[config.mk]
export PLATFORM = sky130hd
export DESIGN_NAME = lru_cache_with_ttl_core
export DESIGN_NICKNAME = d
export VERILOG_FILES = /design/src/rtl/lruc_pkg.sv /design/src/rtl/lruc_cell.sv /design/src/rtl/lru_cache_with_ttl_core.sv
export SDC_FILE = /design/constraint.sdc
export NUM_CORES = 2
export LEC_CHECK = 0
export BUFFER_PORTS_ARGS = -buffer_cell sky130_fd_sc_hd__buf_2
export CORE_MARGIN = 5
export CORE_UTILIZATION = 56
export CTS_BUF_LIST = sky130_fd_sc_hd__clkbuf_8
export DETAILED_ROUTE_END_ITERATION = 10
export GPL_TIMING_DRIVEN = 1
export PLACE_DENSITY = 0.72
export SLEW_MARGIN = 5
export SYNTH_ARGS = -nofsm -noshare
export SYNTH_HDL_FRONTEND = slang
export SYNTH_HIERARCHICAL = 1
export SYNTH_SLANG_ARGS = --single-unit
[constraint.sdc]
create_clock -name clk -period 15.4 [get_ports clk]
set_input_delay 0.77 -clock clk [delete_from_list [all_inputs] [get_ports clk]]
set_output_delay 0.77 -clock clk [all_outputs]
set_load 0.02 [all_outputs]
[src/rtl/lruc_pkg.sv]
// Shared codes and control types for the LRU cache with expiry.
`default_nettype none
package lruc_pkg;

  localparam int CAP_BITS  = 5;
  localparam int LIFE_BITS = 31;

  localparam logic [1:0] ACT_PUT  = 2'd0;
  localparam logic [1:0] ACT_GET  = 2'd1;
  localparam logic [1:0] ACT_TICK = 2'd2;

  localparam logic [1:0] ST_STORED = 2'd0;
  localparam logic [1:0] ST_HIT    = 2'd1;
  localparam logic [1:0] ST_MISS   = 2'd2;
  localparam logic [1:0] ST_TICK   = 2'd3;

  typedef struct packed {
    logic update;
    logic hit_any;
    logic evict;
  } cell_ctrl_t;

endpackage
`default_nettype wire

[src/rtl/lruc_cell.sv]
// One recency position of the cache: holds an entry and shifts it from its neighbor.
`default_nettype none
module lruc_cell #(
  parameter int KEY_BITS   = 64,
  parameter int VALUE_BITS = 64,
  parameter int TIME_BITS  = 32
) (
  input  wire                       clk,
  input  wire                       rst,
  input  wire  lruc_pkg::cell_ctrl_t ctrl,
  input  wire  [KEY_BITS-1:0]       req_key,
  input  wire                       prev_valid,
  input  wire  [KEY_BITS-1:0]       prev_key,
  input  wire  [VALUE_BITS-1:0]     prev_value,
  input  wire  [TIME_BITS-1:0]      prev_expiry,
  input  wire                       below_hit,
  output logic                      valid,
  output logic [KEY_BITS-1:0]       key,
  output logic [VALUE_BITS-1:0]     value,
  output logic [TIME_BITS-1:0]      expiry,
  output logic                      match,
  output logic                      hit_chain
);
  import lruc_pkg::*;

  logic shift;

  assign match     = valid && (key == req_key);
  assign hit_chain = match || below_hit;

  // take from the more recent neighbor when at or above the target position
  always_comb begin
    if (ctrl.hit_any) begin
      shift = hit_chain;
    end else if (ctrl.evict) begin
      shift = valid;
    end else begin
      shift = prev_valid;
    end
  end

  always_ff @(posedge clk) begin
    if (rst) begin
      valid <= 1'b0;
    end else if (ctrl.update && shift) begin
      valid <= prev_valid;
    end
  end

  always_ff @(posedge clk) begin
    if (ctrl.update && shift) begin
      key    <= prev_key;
      value  <= prev_value;
      expiry <= prev_expiry;
    end
  end

endmodule
`default_nettype wire

[src/rtl/lru_cache_with_ttl_core.sv]
// Top level of the fully associative LRU cache with per-entry expiry.
//
//   channel   signals                                           direction
//   request   req_valid req_ready action lookup_key
//             store_value lifetime                               in
//   response  resp_valid resp_ready status read_value evicted    out
//   config    cfg_write cfg_wdata (capacity)                     in
//
// Each request is first registered; in the compare cycle (S_LOOK) the key compare
// across the cell row, the recency shift and the response register load happen.
// The cells are ordered by recency; an unexpired get hit or a put shifts the row by one.
// Reset clears all valid bits, the time counter and sets capacity to ENTRIES.
// A waiting response holds the compare cycle until it is taken.
`default_nettype none
module lru_cache_with_ttl_core #(
  parameter int ENTRIES    = 16,
  parameter int KEY_BITS   = 64,
  parameter int VALUE_BITS = 64,
  parameter int TIME_BITS  = 32
) (
  input  wire                               clk,
  input  wire                               rst,
  input  wire                               req_valid,
  output logic                              req_ready,
  input  wire  [1:0]                        action,
  input  wire  [63:0]                       lookup_key,
  input  wire  [63:0]                       store_value,
  input  wire  [lruc_pkg::LIFE_BITS-1:0]    lifetime,
  output logic                              resp_valid,
  input  wire                               resp_ready,
  output logic [1:0]                        status,
  output logic [63:0]                       read_value,
  output logic                              evicted,
  input  wire                               cfg_write,
  input  wire  [lruc_pkg::CAP_BITS-1:0]     cfg_wdata
);
  import lruc_pkg::*;

  localparam int CNT_W = $clog2(ENTRIES + 1);
  localparam int CW    = (CNT_W > CAP_BITS) ? CNT_W : CAP_BITS;
  localparam int SUM_W = (TIME_BITS > LIFE_BITS) ? TIME_BITS : LIFE_BITS;

  localparam logic S_IDLE = 1'b0;
  localparam logic S_LOOK = 1'b1;

  logic                  state;
  logic [1:0]            act;
  logic [KEY_BITS-1:0]   rkey;
  logic [VALUE_BITS-1:0] rval;
  logic [LIFE_BITS-1:0]  rlife;
  logic [TIME_BITS-1:0]  now;
  logic [CNT_W-1:0]      cnt;
  logic [CW-1:0]         capacity;

  logic                  cell_valid  [ENTRIES];
  logic [KEY_BITS-1:0]   cell_key    [ENTRIES];
  logic [VALUE_BITS-1:0] cell_value  [ENTRIES];
  logic [TIME_BITS-1:0]  cell_expiry [ENTRIES];
  logic                  cell_match  [ENTRIES];
  logic                  cell_chain  [ENTRIES];

  cell_ctrl_t            ctrl;
  logic                  fire;
  logic                  is_put;
  logic                  is_get;
  logic                  hit_any;
  logic                  expired;
  logic                  evict;
  logic [CW-1:0]         cap_eff;
  logic [VALUE_BITS-1:0] sel_value;
  logic [TIME_BITS-1:0]  sel_expiry;
  logic [TIME_BITS-1:0]  diff;
  logic [SUM_W-1:0]      exp_sum;
  logic [VALUE_BITS-1:0] head_value;
  logic [TIME_BITS-1:0]  head_expiry;
  logic [1:0]            status_next;
  logic [63:0]           read_value_next;

  assign req_ready = (state == S_IDLE);
  assign fire      = (state == S_LOOK) && (!resp_valid || resp_ready);
  assign is_put    = (act == ACT_PUT);
  assign is_get    = (act == ACT_GET);
  assign hit_any   = cell_chain[0];

  always_comb begin
    sel_value  = '0;
    sel_expiry = '0;
    for (int i = 0; i < ENTRIES; i++) begin
      if (cell_match[i]) begin
        sel_value  = sel_value | cell_value[i];
        sel_expiry = sel_expiry | cell_expiry[i];
      end
    end
  end

  assign diff    = sel_expiry - now;
  assign expired = (diff == '0) || diff[TIME_BITS-1];
  assign exp_sum = SUM_W'(now) + SUM_W'(rlife);

  always_comb begin
    if (capacity == '0) begin
      cap_eff = CW'(1);
    end else if (capacity > CW'(ENTRIES)) begin
      cap_eff = CW'(ENTRIES);
    end else begin
      cap_eff = capacity;
    end
  end

  assign evict = is_put && !hit_any && (CW'(cnt) >= cap_eff);

  assign head_value  = is_put ? rval : sel_value;
  assign head_expiry = is_put ? exp_sum[TIME_BITS-1:0] : sel_expiry;

  always_comb begin
    ctrl.update  = fire && (is_put || (is_get && hit_any && !expired));
    ctrl.hit_any = hit_any;
    ctrl.evict   = evict;
  end

  always_comb begin
    read_value_next = '0;
    unique case (act)
      ACT_PUT: status_next = ST_STORED;
      ACT_GET: begin
        if (hit_any && !expired) begin
          status_next     = ST_HIT;
          read_value_next = 64'(sel_value);
        end else begin
          status_next = ST_MISS;
        end
      end
      ACT_TICK: status_next = ST_TICK;
      default:  status_next = ST_MISS;
    endcase
  end

  for (genvar j = 0; j < ENTRIES; j++) begin : g_cell
    logic                  pv;
    logic [KEY_BITS-1:0]   pk;
    logic [VALUE_BITS-1:0] pval;
    logic [TIME_BITS-1:0]  pe;
    logic                  below;

    if (j == 0) begin : g_head
      assign pv   = 1'b1;
      assign pk   = rkey;
      assign pval = head_value;
      assign pe   = head_expiry;
    end else begin : g_link
      assign pv   = cell_valid[j-1];
      assign pk   = cell_key[j-1];
      assign pval = cell_value[j-1];
      assign pe   = cell_expiry[j-1];
    end

    if (j == ENTRIES - 1) begin : g_tail
      assign below = 1'b0;
    end else begin : g_mid
      assign below = cell_chain[j+1];
    end

    lruc_cell #(
      .KEY_BITS   (KEY_BITS),
      .VALUE_BITS (VALUE_BITS),
      .TIME_BITS  (TIME_BITS)
    ) u_cell (
      .clk         (clk),
      .rst         (rst),
      .ctrl        (ctrl),
      .req_key     (rkey),
      .prev_valid  (pv),
      .prev_key    (pk),
      .prev_value  (pval),
      .prev_expiry (pe),
      .below_hit   (below),
      .valid       (cell_valid[j]),
      .key         (cell_key[j]),
      .value       (cell_value[j]),
      .expiry      (cell_expiry[j]),
      .match       (cell_match[j]),
      .hit_chain   (cell_chain[j])
    );
  end

  always_ff @(posedge clk) begin
    if (rst) begin
      state      <= S_IDLE;
      resp_valid <= 1'b0;
      now        <= '0;
      cnt        <= '0;
      capacity   <= CW'(ENTRIES);
    end else begin
      if (cfg_write) begin
        capacity <= CW'(cfg_wdata);
      end
      if (state == S_IDLE) begin
        if (req_valid) begin
          state <= S_LOOK;
        end
        if (resp_ready) begin
          resp_valid <= 1'b0;
        end
      end else if (fire) begin
        state      <= S_IDLE;
        resp_valid <= 1'b1;
        if (act == ACT_TICK) begin
          now <= now + TIME_BITS'(1);
        end
        if (is_put && !hit_any && !evict) begin
          cnt <= cnt + CNT_W'(1);
        end
      end
    end
  end

  always_ff @(posedge clk) begin
    if (req_valid && req_ready) begin
      act   <= action;
      rkey  <= lookup_key[KEY_BITS-1:0];
      rval  <= store_value[VALUE_BITS-1:0];
      rlife <= lifetime;
    end
    if (fire) begin
      status     <= status_next;
      read_value <= read_value_next;
      evicted    <= evict;
    end
  end

endmodule
`default_nettype wire
# Word level (Yosys, flattened, before mapping)

Cells that the tools add are included.

ROM bits: 0
Memories kept: 0
Latch bits: 0
RAM bits: 0
Flip-flop bits (word level): 2848

$mul: 0
Mux-type cells: 76
Shift operators: 0
Add/sub/neg operators: 4
Divide/modulo/power cells: 0
Magnitude comparators: 2
Bitwise operators: 31
Reduce and logical (&&, ||, !) cells: 71
Equality and inequality tests: 19

Operator list:

| operator                                                        | count |
|---|---|
| 64-bit 2-to-1 mux                                               | 17 |
| 64-bit == test                                                  | 16 |
| 64-bit bitwise OR                                               | 15 |
| 32-bit 2-to-1 mux                                               | 17 |
| 32-bit bitwise OR                                               | 15 |
| 1-bit logical AND                                               | 41 |
| 1-bit 2-to-1 mux                                                | 38 |
| 32-bit by 1-bit adder with 32-bit output, second input constant | 1 |
| 32-bit by 31-bit adder with 32-bit output                       | 1 |
| 32-bit zero test                                                | 1 |
| 32-bit subtractor                                               | 1 |
| 1-bit logical OR                                                | 18 |
| 5-bit 2-to-1 mux                                                | 2 |
| 2-bit case mux with 3 select lines                              | 1 |
| 3-bit AND reduction                                             | 2 |
| 5-bit by 1-bit adder with 5-bit output, second input constant   | 1 |
| 5-bit >= comparator                                             | 1 |
| 5-bit > comparator, second input constant                       | 1 |
| 5-bit zero test                                                 | 1 |
| 1-bit zero test                                                 | 4 |
| 2-bit AND reduction                                             | 2 |
| 2-bit by 1-bit == test with 1-bit output, second input constant | 1 |
| 2-bit == test, second input constant                            | 1 |
| 2-bit zero test                                                 | 1 |
| other kinds (4)                                                 | 4 |

# Depth between registers and ports, before layout

Depth after elaboration: 41
Depth in mapped cells: 32

# By module

Netlist, hierarchy kept.

Modules (own cells, without submodules):

| module                  | instances | area each (um^2) | seq. area each (um^2) | cells an instance |
|---|---|---|---|---|
| lruc_cell               | 16        | 5698.0           | 4824.6                | 282 |
| lru_cache_with_ttl_core | 1         | 21687.0          | 7727.4                | 2437 |

# Least setup slack after synthesis

OpenSTA, ideal clock, no wires.

Path type: flip-flop to flip-flop
From: register rkey[3] (netlist: g_cell[0].pk[3])
To: register g_cell[0].u_cell.valid
Clock period less this slack: 12.142 ns
Library setup time: 0.328 ns
Setup slack: 3.258 ns
Cell stages (with the launch flop): 28
Required time: 15.072 ns
Arrival: 11.814 ns
Buffers on the path: 3
Path through: edfxtp_1 o2111ai_1 a2111oi_2 nand4_1 or3_4 nor2_1 clkbuf_1 clkbuf_1 buf_1 a22oi_1 nand3_1 nor2_1 ha_1 fa_1 and2b_1 o211ai_1 a2111oi_1 o21ai_0 o311a_1 o21a_1 or3_1 nand4_1 o221ai_1 nor2_1 and3_1 nand4_1 o21ai_2 mux2i_1

RTL lines:

| item                     | line                           | source |
|---|---|---|
| start: declaration       | lru_cache_with_ttl_core.sv:48  | `logic [KEY_BITS-1:0] rkey;` |
| start signal: assignment | lru_cache_with_ttl_core.sv:220 | `rkey <= lookup_key[KEY_BITS-1:0];` |
| end signal: assignment   | lruc_cell.sv:46                | `valid <= prev_valid;` |
| end: declaration         | lruc_cell.sv:17                | `output logic valid,` |

==> flow_summary.yaml <==
synth:
  flop_and_latch_count_out_of_synthesis: 2848
  synth-main-ff-cell: "edfxtp_1"
  synthesis.area_um2: 112900
  async_set_or_reset_register_ratio_after_synthesis_pct: 0
  ys.warnings.count: 6
  synth-seq-area-share_pct: 75.25
  synth_edf_count: 2788
  post_syn_area_per_cell_um2: 16.24
  ys_top_cells_by_area: "edfxtp_1 74%, xor2_1 4.4%, a22oi_1 2.9%"
  yosysUniqueCellTypes: 75
  synthDominantCellAreaShare_pct: 74.18
  netlist.top_cell.by_area: "edfxtp_1"
  syn-instance-count: 6949
finish:
  layout_commonest_cell: "edfxtp_1"
  multi_input_area_um2: 26070
  drive_gt1_share_pct: 12.88
  most-common-layout-cells: "2,788 x edfxtp_1, 567 x xor2_1, 485 x inv_1"
  sequential_cell_area_um2: 84920
  syn2layout_area_growth_pct: 13.35
  fillerInstances: 13960
  fin_nets: 7988
worst_setup_path:
  cp.arrival_ns: 11.92
  crit_path_frequent_cell: "buf_4"
  cp.required_ns: 16.05
  element_type_at_the_critical_path_start: "register"
  cp_slowest_stage_delay_ns: 0.85
  path_class: "register to register"
  timing.critical_path.slowest_stage_cell: "nor2_4"
  end_kind: "register"
  critical_path_buf_inv_count: 5
  timing.critical_path.fanout_max: 100
  worst_setup_path_startpoint: "g_cell[0].pk[27]"
  cpLargestDelayFamily: "simple AND/OR/NAND/NOR gates"
  worst_r2r_startpoint: "g_cell[0].pk[27]"
sta:
  relSlewSlack_pct: 8.027
  finalSetupViolCount: 0
  fin_hold_ws_ns: 0.3541
  timing_max_transition_violations_final: 0
  final_period_demand_of_the_worst_path_ns: 11.27
  rsz0062_at_grt: "false"
  fmax_mhz: 88.72
  tns_ns: 0
  post-route-period-util_pct: 73.19
  finalClockSkew_ns: 0.1189
  tightest_slew_ns: 1.345
  timing_hold_violations_final: 0
drt:
  total_number_of_vias: 69370
  first_pass_iteration_count_of_the_detailed_router: 6
  detail_route.wl_per_cell_um: 29.31
  drc: 0
  vias_per_cell: 6.448
  initialDrtViolationCount: 8595
  wl_um: 315300
  antenna_left: 0
global_route:
  grtUsageMet2_pct: 45.81
  vias_in_the_first_global_route: 70820
  grt_antenna_before_repair: 8
  global_route_met1_usage_pct: 39.61
  grtUsageMet3_pct: 7.606
  grt_first_pass_wirelength_um: 461200
  grt_overflow_total: 0
  busiest_grt_layer: "met2"
  globalRouteTotalUtil_pct: 29.40
  pin_count_of_the_biggest_net_entering_global_routing: 129
placement:
  place.gp.congestion: 0.9175
  place_hpwl_um: 186500
  buffer_ports.inserted: 239
die:
  fp.coreArea_um2: 200100
  die_w_um: 458.9
  floorplan.initialDensity_pct: 56.41
  floorplan.die_area_um2: 210600
  pin_count: 240
  die_height_um: 458.9
  placement_rows: 164
clock_tree:
  tritoncts_num_sinks: 2848
  path_clk_slew_ns: 0.06
  tritoncts: "yes"
  post_cts.repair.setup_buffers: 0
  clock_tree.htree_level_count: 5
  clk_root_buffer_cell: "clkbuf_8"
  cts_buffers: 454
  clk_path_buf_depth: 4
  clk-insertion-delay-late_ns: 1.13
status:
  outcome: "finished clean"
hold_path:
  timing.hold.worst.class: "input pin to register"
  holdCritStartpoint: "store_value[8]"
power:
  p_per_area_nw_per_um2: 118.8
  worst_ir_drop_vdd_v: 0.0001086
  p_leak_nw: 43.06
flow_run:
  maxCapViolCount: 0
[layout make-up]
cell class	instances	share of cell area, %
Inverter	346	1.017
Antenna cell	5	0.009781
Sequential cell	2848	66.39
Tap cell	2656	2.598
Clock inverter	338	1.310
Timing Repair Buffer	552	3.249
Multi-Input combinational cell	3544	20.38
Clock buffer	469	5.046
[worst reg2reg max path: cells and delay by family (launching register included)]
family | cells | cell delay (ns)
buffers and inverters | 5 | 2.71
AO/OA/AOI/OAI | 10 | 3.38
AND/OR/NAND/NOR | 12 | 3.58
flip-flops | 1 | 0.35
adder cells (fa/ha/maj) | 2 | 0.63
[cell families after synthesis]
kind of cell | Yosys count | share of synthesized area, %
flops | 2848 | 75.25
compound gates | 1371 | 9.638
simple gates | 1280 | 6.004
xor+xnor | 771 | 5.984
buf+inv | 559 | 1.897
fa+ha+maj | 71 | 0.8005
mux | 47 | 0.4224
other cells | 2 | 0.006655
[cell usage after synthesis, types with 102 or more instances]
library cell  instances
a221oi_1            170
nor2_1              342
a21oi_1             144
nand3_1             145
nand2_1             102
nand2b_1            114
xor2_1              567
clkbuf_1            154
inv_1               346
nor4_1              153
a22oi_1             437
a22o_1              183
nand4_1             181
edfxtp_1           2788
xnor2_1             204
[what timing repair did]
action / 4_1_cts / 5_1_grt
hold endpoints to repair: 168 / 0
gates resized for setup: 0 / 0
hold buffers: 174 / 0
setup endpoints to repair: 0 / 0
[flip-flops by register name, indices dropped and copies added, names as in the netlist]
signal / flops
act: 2
capacity: 5
cnt: 5
evicted: 1
g_cell.pk: 64
g_cell.u_cell/expiry: 512
g_cell.u_cell/key: 1024
g_cell.u_cell/valid: 16
g_cell.u_cell/value: 1024
now: 32
read_value: 64
resp_valid: 1
rlife: 31
rval: 64
state: 1
status: 2
[per-stage QoR]
stage          cells  utilization, %  instance area, um2  total power, mW  worst slack, ns
6_report       10760           63.94              127900            15.19            4.128
3_3_place_gp    9770           58.99              118000            9.320            4.318
2_1_floorplan   6951               -              112900            9.117            3.258
5_1_grt        10760           63.93              127900            15.64            3.876
3_5_place_dp    9772           59.00              118000            9.332            4.438
4_1_cts        10750           63.93              127900            15.24            4.355
[metal layers]
layer | wire, um | up-vias
met5 | 34 | -
met4 | 15160 | 6
met3 | 39740 | 933
met2 | 144000 | 4998
met1 | 116400 | 34360
li1 | - | 29080
[final timing paths]
kind,slack (ns),depth (start not counted),end
max,4.13,29,g_cell[7].u_cell/value[31]
min,0.35,2,rval[8]
max reg2reg,4.13,29,g_cell[7].u_cell/value[31]
min reg2reg,0.36,0,g_cell[12].u_cell/value[6]
[power breakdown]
part           total (mW)  switching, mW  internal [mW]
Clock                5.98           3.00           2.98
Combinational       0.553          0.360          0.193
Sequential           8.66         0.0926           8.57
Total                15.2           3.45           11.7
No activity file was read; power rests on OpenSTA's default activity.
